<file path="src/hdl/variable_partition_allocator_top_assert.svh">
// assertion helpers, clocked on i_clk and idle during reset
`ifndef VARIABLE_PARTITION_ALLOCATOR_TOP_ASSERT_SVH
`define VARIABLE_PARTITION_ALLOCATOR_TOP_ASSERT_SVH

// same-cycle implication
`define VPA_ASSERT_IMPL(lbl, ante, cons, msg) \
    lbl: assert property (@(posedge i_clk) disable iff (!i_rst_n) (ante) |-> (cons)) else $error(msg);

// next-cycle implication
`define VPA_ASSERT_NEXT(lbl, ante, cons, msg) \
    lbl: assert property (@(posedge i_clk) disable iff (!i_rst_n) (ante) |=> (cons)) else $error(msg);

`endif

</file>
<file path="src/hdl/vpa_pkg.sv">
package vpa_pkg;

    localparam int POOL_UNITS   = 1024;
    localparam int MAX_SEGMENTS = 64;
    localparam int IDX_W        = $clog2(MAX_SEGMENTS);
    localparam int CNT_W        = IDX_W + 1;
    localparam int SIZE_W       = 11;
    localparam int ADDR_W       = 10;
    localparam int OWN_W        = 16;
    localparam int STAT_W       = 32;
    localparam int STRAT_W      = 3;

    localparam logic [STRAT_W-1:0] FIT_FIRST = 3'd0;
    localparam logic [STRAT_W-1:0] FIT_NEXT  = 3'd1;
    localparam logic [STRAT_W-1:0] FIT_BEST  = 3'd2;
    localparam logic [STRAT_W-1:0] FIT_WORST = 3'd3;
    localparam logic [STRAT_W-1:0] FIT_QUICK = 3'd4;

    localparam logic FUNC_ALLOC   = 1'b0;
    localparam logic FUNC_RELEASE = 1'b1;

    typedef struct packed {
        logic              used;
        logic [SIZE_W-1:0] size;
        logic [OWN_W-1:0]  owner;
    } t_entry;

    typedef enum logic [3:0] {
        S_INIT, S_IDLE, S_FIND, S_PLAN, S_SHIFT_RD, S_SHIFT_WR,
        S_COMMIT_A, S_COMMIT_B, S_STAT_GO, S_STAT, S_DONE
    } t_state;

    typedef enum logic [3:0] {
        CMD_NONE, CMD_INIT, CMD_LOAD, CMD_FIND, CMD_PLAN, CMD_SHIFT_RD,
        CMD_SHIFT_WR, CMD_COMMIT_A, CMD_COMMIT_B, CMD_STAT_GO, CMD_STAT, CMD_RESULT
    } t_cmd_op;

    typedef struct packed {
        logic scan_done;
        logic shift_done;
        logic two_writes;
        logic out_free;
    } t_status;

    function automatic logic is_quick_size(input logic [SIZE_W-1:0] s);
        return (s == SIZE_W'(16)) || (s == SIZE_W'(32)) || (s == SIZE_W'(64)) ||
               (s == SIZE_W'(128)) || (s == SIZE_W'(256));
    endfunction

    function automatic logic [STAT_W-1:0] sat_add(input logic [STAT_W-1:0] a,
                                                  input logic [STAT_W-1:0] b);
        logic [STAT_W:0] s;
        s = {1'b0, a} + {1'b0, b};
        return s[STAT_W] ? '1 : s[STAT_W-1:0];
    endfunction

endpackage

</file>
<file path="src/hdl/vpa_if.sv">
interface vpa_in_if;
    logic                         valid;
    logic                         ready;
    logic                         func;
    logic [vpa_pkg::SIZE_W-1:0]   request_size;
    logic [vpa_pkg::OWN_W-1:0]    owner_id;
    modport source (output valid, func, request_size, owner_id, input ready);
    modport sink   (input valid, func, request_size, owner_id, output ready);
endinterface

interface vpa_out_if;
    logic                         valid;
    logic                         ready;
    logic                         granted;
    logic [vpa_pkg::ADDR_W-1:0]   segment_start;
    logic [vpa_pkg::SIZE_W-1:0]   used_units;
    logic [vpa_pkg::SIZE_W-1:0]   free_units;
    logic [vpa_pkg::SIZE_W-1:0]   fragmentation;
    logic [vpa_pkg::CNT_W-1:0]    free_segment_count;
    logic [vpa_pkg::STAT_W-1:0]   requests_seen;
    logic [vpa_pkg::STAT_W-1:0]   successes_seen;
    logic [vpa_pkg::STAT_W-1:0]   failures_seen;
    logic [vpa_pkg::STAT_W-1:0]   units_requested;
    logic [vpa_pkg::STAT_W-1:0]   units_granted;
    modport source (output valid, granted, segment_start, used_units, free_units,
                    fragmentation, free_segment_count, requests_seen, successes_seen,
                    failures_seen, units_requested, units_granted, input ready);
    modport sink   (input valid, granted, segment_start, used_units, free_units,
                    fragmentation, free_segment_count, requests_seen, successes_seen,
                    failures_seen, units_requested, units_granted, output ready);
endinterface

</file>
<file path="src/hdl/vpa_ctrl.sv">
module vpa_ctrl (
    input  logic              i_clk,
    input  logic              i_rst_n,
    input  logic              i_in_valid,
    input  vpa_pkg::t_status  i_status,
    output vpa_pkg::t_cmd_op  o_cmd,
    output logic              o_in_ready
);
    import vpa_pkg::*;

    t_state r_state;
    t_state n_state;

    always_ff @(posedge i_clk) begin
        if (!i_rst_n) begin
            r_state <= S_INIT;
        end else begin
            r_state <= n_state;
        end
    end

    always_comb begin
        n_state = r_state;
        unique case (r_state)
            S_INIT:     n_state = S_IDLE;
            S_IDLE:     if (i_in_valid) n_state = S_FIND;
            S_FIND:     if (i_status.scan_done) n_state = S_PLAN;
            S_PLAN:     n_state = S_SHIFT_RD;
            S_SHIFT_RD: n_state = i_status.shift_done ? S_COMMIT_A : S_SHIFT_WR;
            S_SHIFT_WR: n_state = S_SHIFT_RD;
            S_COMMIT_A: n_state = i_status.two_writes ? S_COMMIT_B : S_STAT_GO;
            S_COMMIT_B: n_state = S_STAT_GO;
            S_STAT_GO:  n_state = S_STAT;
            S_STAT:     if (i_status.scan_done) n_state = S_DONE;
            S_DONE:     if (i_status.out_free) n_state = S_IDLE;
            default:    n_state = S_INIT;
        endcase
    end

    always_comb begin
        o_cmd      = CMD_NONE;
        o_in_ready = 1'b0;
        unique case (r_state)
            S_INIT:     o_cmd = CMD_INIT;
            S_IDLE: begin
                o_in_ready = 1'b1;
                if (i_in_valid) o_cmd = CMD_LOAD;
            end
            S_FIND:     o_cmd = CMD_FIND;
            S_PLAN:     o_cmd = CMD_PLAN;
            S_SHIFT_RD: if (!i_status.shift_done) o_cmd = CMD_SHIFT_RD;
            S_SHIFT_WR: o_cmd = CMD_SHIFT_WR;
            S_COMMIT_A: o_cmd = CMD_COMMIT_A;
            S_COMMIT_B: o_cmd = CMD_COMMIT_B;
            S_STAT_GO:  o_cmd = CMD_STAT_GO;
            S_STAT:     o_cmd = CMD_STAT;
            S_DONE:     if (i_status.out_free) o_cmd = CMD_RESULT;
            default:    o_cmd = CMD_NONE;
        endcase
    end

endmodule

</file>
<file path="src/hdl/vpa_dpath.sv">
`include "variable_partition_allocator_top_assert.svh"

module vpa_dpath (
    input  logic                          i_clk,
    input  logic                          i_rst_n,
    input  logic                          i_cfg_we,
    input  logic [vpa_pkg::STRAT_W-1:0]   i_cfg_wdata,
    input  logic                          i_func,
    input  logic [vpa_pkg::SIZE_W-1:0]    i_request_size,
    input  logic [vpa_pkg::OWN_W-1:0]     i_owner_id,
    input  vpa_pkg::t_cmd_op              i_cmd,
    output vpa_pkg::t_status              o_status,
    vpa_out_if.source                     o_rsp
);
    import vpa_pkg::*;

    t_entry r_mem [MAX_SEGMENTS];
    t_entry r_q;
    logic             w_we;
    logic [IDX_W-1:0] w_waddr;
    logic [IDX_W-1:0] w_raddr;
    t_entry           w_wdata;

    logic [STRAT_W-1:0] r_fit_strategy;
    logic [CNT_W-1:0]   r_total;
    logic [ADDR_W-1:0]  r_cursor;

    logic               r_func;
    logic [SIZE_W-1:0]  r_req;
    logic [OWN_W-1:0]   r_owner;

    logic [CNT_W-1:0]   r_idx;
    logic               r_pend;
    logic [IDX_W-1:0]   r_pidx;
    logic [SIZE_W-1:0]  r_addr;
    logic               r_past;

    logic               r_pr_found, r_fb_found;
    logic [IDX_W-1:0]   r_pr_idx, r_fb_idx;
    logic [SIZE_W-1:0]  r_pr_size, r_fb_size;
    logic [ADDR_W-1:0]  r_pr_start, r_fb_start;

    logic               r_hit, r_hit_pfree, r_got_next, r_next_free, r_prev_used;
    logic [IDX_W-1:0]   r_hit_idx;
    logic [SIZE_W-1:0]  r_hit_size, r_hit_psize, r_next_size, r_prev_size;
    logic [ADDR_W-1:0]  r_hit_start;

    logic               r_ok, r_two, r_sh_up;
    logic [ADDR_W-1:0]  r_where;
    logic [1:0]         r_sh_dist;
    logic [IDX_W-1:0]   r_sh_src;
    logic [CNT_W-1:0]   r_sh_left;
    logic [IDX_W-1:0]   r_wa_idx, r_wb_idx;
    t_entry             r_wa_data, r_wb_data;

    logic [STAT_W-1:0]  r_req_cnt, r_succ_cnt, r_fail_cnt, r_req_sum, r_grant_sum;
    logic [SIZE_W-1:0]  r_used, r_free, r_largest;
    logic [CNT_W-1:0]   r_nfree;
    logic               r_out_valid;

    // scan step on the entry read last cycle
    logic               w_issue;
    logic               w_fit;
    logic               w_contains;
    logic               w_past;
    logic               w_pr_take;
    logic [SIZE_W:0]    w_end;

    // plan terms
    logic               w_sel_found;
    logic [IDX_W-1:0]   w_sel_idx;
    logic [SIZE_W-1:0]  w_sel_size;
    logic [ADDR_W-1:0]  w_sel_start;
    logic               w_split;
    logic               w_alloc_ok;
    logic               w_nf;
    logic [1:0]         w_rm;
    logic [IDX_W-1:0]   w_p;
    logic [SIZE_W-1:0]  w_merged;
    logic [CNT_W-1:0]   w_rel_left;

    assign w_issue    = r_idx < r_total;
    assign w_fit      = !r_q.used && (r_q.size >= r_req);
    assign w_end      = {1'b0, r_addr} + {1'b0, r_q.size};
    assign w_contains = ({1'b0, r_addr} <= {2'b0, r_cursor}) && ({2'b0, r_cursor} < w_end);
    assign w_past     = r_past | w_contains;

    always_comb begin
        case (r_fit_strategy)
            FIT_FIRST: w_pr_take = w_fit && !r_pr_found;
            FIT_NEXT:  w_pr_take = w_fit && w_past && !r_pr_found;
            FIT_BEST:  w_pr_take = w_fit && (!r_pr_found || (r_q.size < r_pr_size));
            FIT_WORST: w_pr_take = w_fit && (!r_pr_found || (r_q.size > r_pr_size));
            FIT_QUICK: w_pr_take = !r_q.used && (r_q.size == r_req) &&
                                   is_quick_size(r_req) && !r_pr_found;
            default:   w_pr_take = 1'b0;
        endcase
    end

    always_comb begin
        w_sel_found = 1'b0;
        w_sel_idx   = r_fb_idx;
        w_sel_size  = r_fb_size;
        w_sel_start = r_fb_start;
        if (r_pr_found) begin
            w_sel_found = 1'b1;
            w_sel_idx   = r_pr_idx;
            w_sel_size  = r_pr_size;
            w_sel_start = r_pr_start;
        end else if ((r_fit_strategy == FIT_NEXT || r_fit_strategy == FIT_QUICK) &&
                     r_fb_found) begin
            w_sel_found = 1'b1;
        end
    end

    assign w_split    = w_sel_size > r_req;
    assign w_alloc_ok = (r_req != '0) && w_sel_found &&
                        !(w_split && (r_total >= CNT_W'(MAX_SEGMENTS)));
    assign w_nf       = r_got_next && r_next_free;
    assign w_rm       = {1'b0, r_hit_pfree} + {1'b0, w_nf};
    assign w_p        = r_hit_pfree ? r_hit_idx - IDX_W'(1) : r_hit_idx;
    assign w_merged   = r_hit_size + (r_hit_pfree ? r_hit_psize : '0) +
                        (w_nf ? r_next_size : '0);
    assign w_rel_left = r_total - CNT_W'(1) - {1'b0, w_p} - CNT_W'(w_rm);

    // memory ports
    always_comb begin
        w_we    = 1'b0;
        w_waddr = r_wa_idx;
        w_wdata = r_wa_data;
        w_raddr = r_idx[IDX_W-1:0];
        case (i_cmd)
            CMD_INIT: begin
                w_we    = 1'b1;
                w_waddr = '0;
                w_wdata = '{used: 1'b0, size: SIZE_W'(POOL_UNITS), owner: '0};
            end
            CMD_SHIFT_RD: w_raddr = r_sh_src;
            CMD_SHIFT_WR: begin
                w_we    = 1'b1;
                w_waddr = r_sh_up ? r_sh_src + IDX_W'(1) : r_sh_src - IDX_W'(r_sh_dist);
                w_wdata = r_q;
            end
            CMD_COMMIT_A: w_we = r_ok;
            CMD_COMMIT_B: begin
                w_we    = 1'b1;
                w_waddr = r_wb_idx;
                w_wdata = r_wb_data;
            end
            default: w_we = 1'b0;
        endcase
    end

    always_ff @(posedge i_clk) begin
        if (w_we) r_mem[w_waddr] <= w_wdata;
        r_q <= r_mem[w_raddr];
    end

    always_ff @(posedge i_clk) begin
        if (!i_rst_n) begin
            r_fit_strategy <= FIT_FIRST;
            r_total        <= CNT_W'(1);
            r_cursor       <= '0;
            r_idx          <= '0;
            r_pend         <= 1'b0;
            r_req_cnt      <= '0;
            r_succ_cnt     <= '0;
            r_fail_cnt     <= '0;
            r_req_sum      <= '0;
            r_grant_sum    <= '0;
            r_out_valid    <= 1'b0;
            r_ok           <= 1'b0;
            r_two          <= 1'b0;
            r_sh_left      <= '0;
        end else begin
            if (i_cfg_we) r_fit_strategy <= i_cfg_wdata;
            if (i_cmd == CMD_RESULT) r_out_valid <= 1'b1;
            else if (r_out_valid && o_rsp.ready) r_out_valid <= 1'b0;
            case (i_cmd)
                CMD_LOAD: begin
                    r_func     <= i_func;
                    r_req      <= i_request_size;
                    r_owner    <= i_owner_id;
                    r_idx      <= '0;
                    r_pend     <= 1'b0;
                    r_addr     <= '0;
                    r_past     <= 1'b0;
                    r_pr_found <= 1'b0;
                    r_fb_found <= 1'b0;
                    r_hit      <= 1'b0;
                    r_got_next <= 1'b0;
                end
                CMD_FIND, CMD_STAT: begin
                    r_pend <= w_issue;
                    if (w_issue) begin
                        r_idx  <= r_idx + CNT_W'(1);
                        r_pidx <= r_idx[IDX_W-1:0];
                    end
                    if (r_pend) begin
                        r_addr <= w_end[SIZE_W-1:0];
                        if (i_cmd == CMD_FIND) begin
                            r_past      <= w_past;
                            r_prev_used <= r_q.used;
                            r_prev_size <= r_q.size;
                            if (w_pr_take) begin
                                r_pr_found <= 1'b1;
                                r_pr_idx   <= r_pidx;
                                r_pr_size  <= r_q.size;
                                r_pr_start <= r_addr[ADDR_W-1:0];
                            end
                            if (w_fit && !r_fb_found) begin
                                r_fb_found <= 1'b1;
                                r_fb_idx   <= r_pidx;
                                r_fb_size  <= r_q.size;
                                r_fb_start <= r_addr[ADDR_W-1:0];
                            end
                            if (!r_hit && r_q.used && (r_q.owner == r_owner)) begin
                                r_hit       <= 1'b1;
                                r_hit_idx   <= r_pidx;
                                r_hit_size  <= r_q.size;
                                r_hit_start <= r_addr[ADDR_W-1:0];
                                r_hit_pfree <= (r_pidx != '0) && !r_prev_used;
                                r_hit_psize <= r_prev_size;
                            end else if (r_hit && !r_got_next) begin
                                r_got_next  <= 1'b1;
                                r_next_free <= !r_q.used;
                                r_next_size <= r_q.size;
                            end
                        end else begin
                            if (r_q.used) begin
                                r_used <= r_used + r_q.size;
                            end else begin
                                r_free  <= r_free + r_q.size;
                                r_nfree <= r_nfree + CNT_W'(1);
                                if (r_q.size > r_largest) r_largest <= r_q.size;
                            end
                        end
                    end
                end
                CMD_PLAN: begin
                    if (r_func == FUNC_ALLOC) begin
                        r_ok      <= w_alloc_ok;
                        r_where   <= w_alloc_ok ? w_sel_start : '0;
                        r_two     <= w_alloc_ok && w_split;
                        r_sh_up   <= 1'b1;
                        r_sh_dist <= 2'd1;
                        r_sh_src  <= r_idx[IDX_W-1:0] - IDX_W'(1);
                        r_sh_left <= (w_alloc_ok && w_split) ?
                                     r_total - CNT_W'(1) - {1'b0, w_sel_idx} : '0;
                        r_wa_idx  <= w_sel_idx;
                        r_wa_data <= '{used: 1'b1, size: (w_split ? r_req : w_sel_size),
                                       owner: r_owner};
                        r_wb_idx  <= w_sel_idx + IDX_W'(1);
                        r_wb_data <= '{used: 1'b0, size: w_sel_size - r_req, owner: '0};
                        if (w_alloc_ok && w_split) r_total <= r_total + CNT_W'(1);
                        if (w_alloc_ok && r_fit_strategy == FIT_NEXT) r_cursor <= w_sel_start;
                        r_req_cnt <= sat_add(r_req_cnt, STAT_W'(1));
                        r_req_sum <= sat_add(r_req_sum, STAT_W'(r_req));
                        if (w_alloc_ok) begin
                            r_succ_cnt  <= sat_add(r_succ_cnt, STAT_W'(1));
                            r_grant_sum <= sat_add(r_grant_sum, STAT_W'(r_req));
                        end else begin
                            r_fail_cnt  <= sat_add(r_fail_cnt, STAT_W'(1));
                        end
                    end else begin
                        r_ok      <= r_hit;
                        r_where   <= r_hit ? r_hit_start : '0;
                        r_two     <= 1'b0;
                        r_sh_up   <= 1'b0;
                        r_sh_dist <= w_rm;
                        r_sh_src  <= w_p + IDX_W'(1) + IDX_W'(w_rm);
                        r_sh_left <= (r_hit && w_rm != 2'd0) ? w_rel_left : '0;
                        r_wa_idx  <= w_p;
                        r_wa_data <= '{used: 1'b0, size: w_merged, owner: '0};
                        if (r_hit) r_total <= r_total - CNT_W'(w_rm);
                    end
                end
                CMD_SHIFT_WR: begin
                    r_sh_src  <= r_sh_up ? r_sh_src - IDX_W'(1) : r_sh_src + IDX_W'(1);
                    r_sh_left <= r_sh_left - CNT_W'(1);
                end
                CMD_STAT_GO: begin
                    r_idx     <= '0;
                    r_pend    <= 1'b0;
                    r_addr    <= '0;
                    r_used    <= '0;
                    r_free    <= '0;
                    r_largest <= '0;
                    r_nfree   <= '0;
                end
                default: r_pend <= r_pend;
            endcase
        end
    end

    always_ff @(posedge i_clk) begin
        if (i_cmd == CMD_RESULT) begin
            o_rsp.granted            <= r_ok;
            o_rsp.segment_start      <= r_where;
            o_rsp.used_units         <= r_used;
            o_rsp.free_units         <= r_free;
            o_rsp.fragmentation      <= r_free - r_largest;
            o_rsp.free_segment_count <= r_nfree;
            o_rsp.requests_seen      <= r_req_cnt;
            o_rsp.successes_seen     <= r_succ_cnt;
            o_rsp.failures_seen      <= r_fail_cnt;
            o_rsp.units_requested    <= r_req_sum;
            o_rsp.units_granted      <= r_grant_sum;
        end
    end

    assign o_rsp.valid = r_out_valid;
    assign o_status    = '{scan_done:  !w_issue && !r_pend,
                           shift_done: r_sh_left == '0,
                           two_writes: r_two,
                           out_free:   !r_out_valid || o_rsp.ready};

    `VPA_ASSERT_IMPL(a_total_range, 1'b1, (r_total != '0) && (r_total <= CNT_W'(MAX_SEGMENTS)), "segment count out of range")
    `VPA_ASSERT_IMPL(a_pool_tiled, i_cmd == CMD_RESULT, ({1'b0, r_used} + {1'b0, r_free}) == (SIZE_W + 1)'(POOL_UNITS), "segments do not cover the pool")
    `VPA_ASSERT_IMPL(a_shift_in_table, i_cmd == CMD_SHIFT_WR, {1'b0, w_waddr} < r_total, "shift writes past the table end")
    `VPA_ASSERT_NEXT(a_init_one, i_cmd == CMD_INIT, r_total == CNT_W'(1), "table not single segment after init")

endmodule

</file>
<file path="src/hdl/variable_partition_allocator_top.sv">
// Variable-partition allocator over a 1024-unit pool with a 64-entry segment table. One request
// (allocate or release) is taken at a time; it is worked off in one scan over the table to find
// the segment, a read and a write per moved entry of a split or a merge, and a second scan for
// the totals, all through a segment memory with one read and one write port. Right after reset
// the whole-pool segment is loaded before the first request is taken. The user must write the
// fit strategy register only while the block is idle; the block itself does not enforce this.
// Codes 5 to 7 make every allocate fail.
module variable_partition_allocator_top (
    input  logic                          i_clk,
    input  logic                          i_rst_n,
    input  logic                          i_cfg_we,
    input  logic [vpa_pkg::STRAT_W-1:0]   i_cfg_wdata,
    vpa_in_if.sink                        i_req,
    vpa_out_if.source                     o_rsp
);
    import vpa_pkg::*;

    t_cmd_op w_cmd;
    t_status w_status;
    logic    w_in_ready;

    assign i_req.ready = w_in_ready;

    vpa_ctrl u_ctrl (
        .i_clk      (i_clk),
        .i_rst_n    (i_rst_n),
        .i_in_valid (i_req.valid),
        .i_status   (w_status),
        .o_cmd      (w_cmd),
        .o_in_ready (w_in_ready)
    );

    vpa_dpath u_dpath (
        .i_clk          (i_clk),
        .i_rst_n        (i_rst_n),
        .i_cfg_we       (i_cfg_we),
        .i_cfg_wdata    (i_cfg_wdata),
        .i_func         (i_req.func),
        .i_request_size (i_req.request_size),
        .i_owner_id     (i_req.owner_id),
        .i_cmd          (w_cmd),
        .o_status       (w_status),
        .o_rsp          (o_rsp)
    );

endmodule

</file>
<file path="src/flat_wrapper.sv">
// flat-port wrapper written by rule: the top's interface ports become plain ports
module variable_partition_allocator_top_flat import vpa_pkg::*;
  (i_clk, i_rst_n, i_cfg_we, i_cfg_wdata, i_req_valid, i_req_func, i_req_request_size, i_req_owner_id, i_req_ready, o_rsp_valid, o_rsp_granted, o_rsp_segment_start, o_rsp_used_units, o_rsp_free_units, o_rsp_fragmentation, o_rsp_free_segment_count, o_rsp_requests_seen, o_rsp_successes_seen, o_rsp_failures_seen, o_rsp_units_requested, o_rsp_units_granted, o_rsp_ready);
  vpa_in_if i_req_i ();
  vpa_out_if o_rsp_i ();
  input  logic i_clk;
  input  logic i_rst_n;
  input  logic i_cfg_we;
  input  logic [vpa_pkg::STRAT_W-1:0] i_cfg_wdata;
  input wire logic [$bits(i_req_i.valid)-1:0] i_req_valid;
  input wire logic [$bits(i_req_i.func)-1:0] i_req_func;
  input wire logic [$bits(i_req_i.request_size)-1:0] i_req_request_size;
  input wire logic [$bits(i_req_i.owner_id)-1:0] i_req_owner_id;
  output wire logic [$bits(i_req_i.ready)-1:0] i_req_ready;
  output wire logic [$bits(o_rsp_i.valid)-1:0] o_rsp_valid;
  output wire logic [$bits(o_rsp_i.granted)-1:0] o_rsp_granted;
  output wire logic [$bits(o_rsp_i.segment_start)-1:0] o_rsp_segment_start;
  output wire logic [$bits(o_rsp_i.used_units)-1:0] o_rsp_used_units;
  output wire logic [$bits(o_rsp_i.free_units)-1:0] o_rsp_free_units;
  output wire logic [$bits(o_rsp_i.fragmentation)-1:0] o_rsp_fragmentation;
  output wire logic [$bits(o_rsp_i.free_segment_count)-1:0] o_rsp_free_segment_count;
  output wire logic [$bits(o_rsp_i.requests_seen)-1:0] o_rsp_requests_seen;
  output wire logic [$bits(o_rsp_i.successes_seen)-1:0] o_rsp_successes_seen;
  output wire logic [$bits(o_rsp_i.failures_seen)-1:0] o_rsp_failures_seen;
  output wire logic [$bits(o_rsp_i.units_requested)-1:0] o_rsp_units_requested;
  output wire logic [$bits(o_rsp_i.units_granted)-1:0] o_rsp_units_granted;
  input wire logic [$bits(o_rsp_i.ready)-1:0] o_rsp_ready;
  assign i_req_i.valid = i_req_valid;
  assign i_req_i.func = i_req_func;
  assign i_req_i.request_size = i_req_request_size;
  assign i_req_i.owner_id = i_req_owner_id;
  assign i_req_ready = i_req_i.ready;
  assign o_rsp_valid = o_rsp_i.valid;
  assign o_rsp_granted = o_rsp_i.granted;
  assign o_rsp_segment_start = o_rsp_i.segment_start;
  assign o_rsp_used_units = o_rsp_i.used_units;
  assign o_rsp_free_units = o_rsp_i.free_units;
  assign o_rsp_fragmentation = o_rsp_i.fragmentation;
  assign o_rsp_free_segment_count = o_rsp_i.free_segment_count;
  assign o_rsp_requests_seen = o_rsp_i.requests_seen;
  assign o_rsp_successes_seen = o_rsp_i.successes_seen;
  assign o_rsp_failures_seen = o_rsp_i.failures_seen;
  assign o_rsp_units_requested = o_rsp_i.units_requested;
  assign o_rsp_units_granted = o_rsp_i.units_granted;
  assign o_rsp_i.ready = o_rsp_ready;
  variable_partition_allocator_top u_core (.i_clk(i_clk), .i_rst_n(i_rst_n), .i_cfg_we(i_cfg_we), .i_cfg_wdata(i_cfg_wdata), .i_req(i_req_i), .o_rsp(o_rsp_i));
endmodule
</file>
<file path="config.mk">
export PLATFORM = sky130hd
export DESIGN_NAME = variable_partition_allocator_top_flat
export DESIGN_NICKNAME = d
export VERILOG_FILES = /design/src/hdl/vpa_pkg.sv /design/src/hdl/vpa_if.sv /design/src/hdl/vpa_ctrl.sv /design/src/hdl/vpa_dpath.sv /design/src/hdl/variable_partition_allocator_top.sv /design/src/flat_wrapper.sv
export VERILOG_INCLUDE_DIRS = /design/src /design/src/hdl
export SDC_FILE = /design/constraint.sdc
export NUM_CORES = 2
export LEC_CHECK = 0
export BUFFER_PORTS_ARGS = -buffer_cell sky130_fd_sc_hd__buf_2
export CAP_MARGIN = 30
export CORE_ASPECT_RATIO = 1.2
export CORE_MARGIN = 2
export CORE_UTILIZATION = 50
export DETAILED_ROUTE_END_ITERATION = 6
export PLACE_DENSITY_LB_ADDON = 0.12
export SLEW_MARGIN = 10
export SYNTH_ARGS = -nofsm -noshare
export SYNTH_HDL_FRONTEND = slang
export SYNTH_SLANG_ARGS = --single-unit
export TNS_END_PERCENT = 5
</file>
<file path="constraint.sdc">
create_clock -name i_clk -period 45.3 [get_ports i_clk]
set_input_delay 2.265 -clock i_clk [delete_from_list [all_inputs] [get_ports i_clk]]
set_output_delay 2.265 -clock i_clk [all_outputs]
set_load 0.01 [all_outputs]
</file>
==> summary.md <==
Logic synthesis
* **Net Count, Synth** 8167
* **cell types with the highest counts after synthesis** edfxtp_1, nand2_1, nand3_1, nand4_1, nor2_1
* **cell taking the most area after synthesis** edfxtp_1
* **post-synthesis cell count** 7925
* **Area contributors post-synth** edfxtp_1, nand2_1, dfxtp_1
* **number of distinct library cells after synthesis** 81
* **sequential-to-total area share from yosys stat** 71.1%
* **Yosys top cell area share** 66.6%
* **Avg Synthesized Cell Area** 13.0 sq um
* **post-synthesis async set-or-reset flop share** 0%
* **count of flip-flops with a built-in enable after synthesis** 2279
* **synthesized cell area** 103000 sq um
* **Yosys warning count** 0
* **commonest register cell after synthesis** edfxtp_1
* **cell with the most instances after synthesis** edfxtp_1
* **register bit total from synthesis** 2509

Final layout
* **final non-filler cell total** 11100
* **fraction of final layout cells with drive strength greater than 1** 11.1%
* **synthesis-to-layout area growth** 12.5%
* **final net count** 8451
* **post-layout util** 56.5%

Power
* **fraction of power consumed by sequential logic** 45.5%
* **Clock power frac** 30.2%
* **switching part of the total power** 32.3%
* **P_int** 0.00436 W
* **total power** 0.00644 W
* **maximum VDD drop** 0.0488 mV
* **Power Density** 55.8 nW/um^2
* **combinational fraction of design power** 24.3%
* **Leak** 40.8 nW
* **Switching Power** 0.00208 W

Global route
* **Congestion Overflow GR** 0
* **via count of the first global-routing pass** 63300
* **maximum number of pins on one net before global-route repair** 214
* **antenna violations before repair** 14
* **all-layer global routing usage** 27.2%
* **wire length of the first global-routing pass** 421 mm

Critical path
* **required time of the critical path** 46.05 ns
* **critical path endpoint** u_core.u_dpath.r_q[18]$_DFF_P_
* **destination of the worst register-to-register timing path** u_core.u_dpath.r_q[18]$_DFF_P_
* **Reg2Reg Launch Point** u_core.u_ctrl.r_state[2]$_SDFFE_PN0P_
* **worst reg-to-reg setup slack** 37.75 ns
* **Critical Path Start** u_core.u_ctrl.r_state[2]$_SDFFE_PN0P_
* **cells on worst reg2reg path** 13
* **CP Class** register to register
* **arrival time worst endpoint** 8.30 ns
* **startpoint types** register
* **endpoint type of the worst setup path** register
* **highest net fanout along the worst path** 82

CTS
* **Max Root-Sink Buffers** 3
* **number of buffers inserted by hold repair at cts** 0
* **Worst-Skew Late Latency** 0.88 ns
* **clock transition at the registers of the reported paths** 0.07 ns
* **setup repair bufs after CTS** 0
* **CTS-repair resized insts** 0
* **clock tree from TritonCTS** done
* **number of clock sinks** 2509
* **cell chosen for the clock root** clkbuf_16
* **number of clock buffers inserted by TritonCTS** 232
* **maximum level of the CTS H-tree** 4

Placement
* **instance count after placement with tap cells included** 10600
* **count of port buffers added during placement** 248
* **detailed-placement wirelength estimate** 170 mm
* **final RePlAce weighted congestion** 0.870

Timing
* **Min Hold Slack** 0.409 ns
* **measured slew at the worst slew-check pin** 1.10 ns
* **final hold vios** 0
* **final worst-path cycle share** 16.7%
* **Min Clock Period, post-route** 7.55 ns
* **unrepaired setup endpoints after global routing** false
* **number of setup violations in the final report** 0
* **final-layout setup total negative slack** 0 ns
* **final slew viol count** 0
* **maximum operating frequency** 0.132 GHz
* **Max transition margin** 27.0%
* **Fin Clk Skew** 0.0342 ns

Floorplan
* **# rows** 182
* **Std-Cell Core Area** 204000 sq um
* **die outline area** 209000 sq um
* **Die Span X** 418 um
* **num ports** 249
* **initial standard-cell utilization of the core** 50.2%
* **die extent in y** 501 um

Detailed routing
* **Routed WL** 289 mm
* **First-pass DRT Iterations** 6
* **routed wire length per instance** 26.0 um
* **Routed Antenna Nets** 0
* **number of DRC violations after detailed-routing iteration 0** 6976
* **vias post-DR** 65900
* **vias per inst** 5.94
* **drt drc** 0

Run status
* **run status** finished clean

Job
* **Max Cap Violations** 0

Min path
* **hold crit path type** register to register

-- power groups by stage --
stage | combinational [W] | clock [W] | sequential, W
final | 0.00156 | 0.00194 | 0.00293
after global routing | 0.00171 | 0.00206 | 0.00294
after CTS | 0.00155 | 0.00197 | 0.00293
after detailed placement | 0.00154 | 0 | 0.00298
after global placement | 0.00151 | 0 | 0.00298
after floorplan | 0.00100 | 0 | 0.00295
-- worst max-delay path, stage by stage (launching register included) --
cell and delay (ns):
dfxtp_1 0.72, or4b_4 0.58, a32oi_1 0.33, and2_4 0.64, buf_4 0.80, buf_4 0.72, buf_4 0.77, buf_4 0.73
buf_4 0.82, mux2i_1 0.26, a32oi_1 0.07, nand4_1 0.26, nand4_1 0.15, or3_1 0.34
-- layout by cell type, fill, tap and decap left out, types with 45 or more instances in the layout --
| cell | instances |
|---|---|
| a21o_1 | 45 |
| a21oi_1 | 210 |
| a32oi_1 | 115 |
| and3_1 | 66 |
| buf_2 | 249 |
| buf_4 | 182 |
| clkbuf_1 | 57 |
| clkbuf_16 | 236 |
| clkinv_1 | 48 |
| dfxtp_1 | 230 |
| edfxtp_1 | 2279 |
| ha_1 | 182 |
| inv_1 | 155 |
| mux2i_1 | 152 |
| nand2_1 | 1745 |
| nand3_1 | 758 |
| nand4_1 | 307 |
| nor2_1 | 208 |
| nor2_4 | 51 |
| nor2b_1 | 62 |
| nor3_1 | 72 |
| o21ai_0 | 124 |
| o22ai_1 | 58 |
| xnor2_1 | 111 |
| xor2_1 | 102 |
-- through the flow --
step                      cell area, sq um  setup slack (ns)
after floorplan                     103000             27.74
after global placement              108000             38.02
after detailed placement            108000             37.88
after CTS                           115000             37.84
after global routing                116000             37.37
final                               116000             37.75
-- cells by family after synthesis --
kind of cell	Yosys count	share of synthesized area (%)
buf+inv	571	2.27
mux	166	1.63
flops	2509	71.1
compound gates	788	5.17
simple gates	3472	15.3
xor+xnor	213	1.82
fa+ha+maj	206	2.68
-- how the worst min path moves through the flow --
stage                                             start  slack (ns)                                              end  depth (start not counted)
6_report        u_core.u_dpath.r_prev_size[9]$_DFFE_PP_        0.41          u_core.u_dpath.r_hit_psize[9]$_DFFE_PP_                          0
3_3_place_gp   u_core.u_dpath.r_prev_size[10]$_DFFE_PP_        0.40         u_core.u_dpath.r_hit_psize[10]$_DFFE_PP_                          0
5_1_grt         u_core.u_dpath.r_prev_size[2]$_DFFE_PP_        0.41          u_core.u_dpath.r_hit_psize[2]$_DFFE_PP_                          0
4_1_cts         u_core.u_dpath.r_prev_size[2]$_DFFE_PP_        0.41          u_core.u_dpath.r_hit_psize[2]$_DFFE_PP_                          0
3_5_place_dp   u_core.u_dpath.r_prev_size[10]$_DFFE_PP_        0.40         u_core.u_dpath.r_hit_psize[10]$_DFFE_PP_                          0
2_1_floorplan       u_core.u_dpath.r_where[0]$_DFFE_PP_        0.40  u_core.u_dpath.o_rsp.segment_start[0]$_DFFE_PP_                          0
-- sequential cells by signal, indices dropped and copies added, names as in the netlist, 16 cells and up --
| register | flops |
|---|---|
| u_core.u_dpath.o_rsp.failures_seen | 32 |
| u_core.u_dpath.o_rsp.requests_seen | 32 |
| u_core.u_dpath.o_rsp.successes_seen | 32 |
| u_core.u_dpath.o_rsp.units_granted | 32 |
| u_core.u_dpath.o_rsp.units_requested | 32 |
| u_core.u_dpath.r_fail_cnt | 32 |
| u_core.u_dpath.r_grant_sum | 32 |
| u_core.u_dpath.r_mem | 1792 |
| u_core.u_dpath.r_owner | 16 |
| u_core.u_dpath.r_q | 28 |
| u_core.u_dpath.r_req_cnt | 32 |
| u_core.u_dpath.r_req_sum | 32 |
| u_core.u_dpath.r_succ_cnt | 32 |
| u_core.u_dpath.r_wa_data | 27 |
-- area by class of cell --
cell class,count,area [sq um]
fill,16500,89000
sequential,2509,73000
multi-input combinational,4845,27900
clock buffer,312,6380
tap,2668,3340
timing repair buffer,452,3030
clock inverter,125,1180
inverter,169,637
antenna,6,15.0
-- layer usage --
layer,track usage [%],vias up,share of wire [%]
met5,0,-,0.020
li1,-,29800,-
met1,35.1,33000,40
met4,12.1,10,4.8
met2,45.8,2520,48
met3,4.01,502,6.9
(Power assumes the default switching activity.)
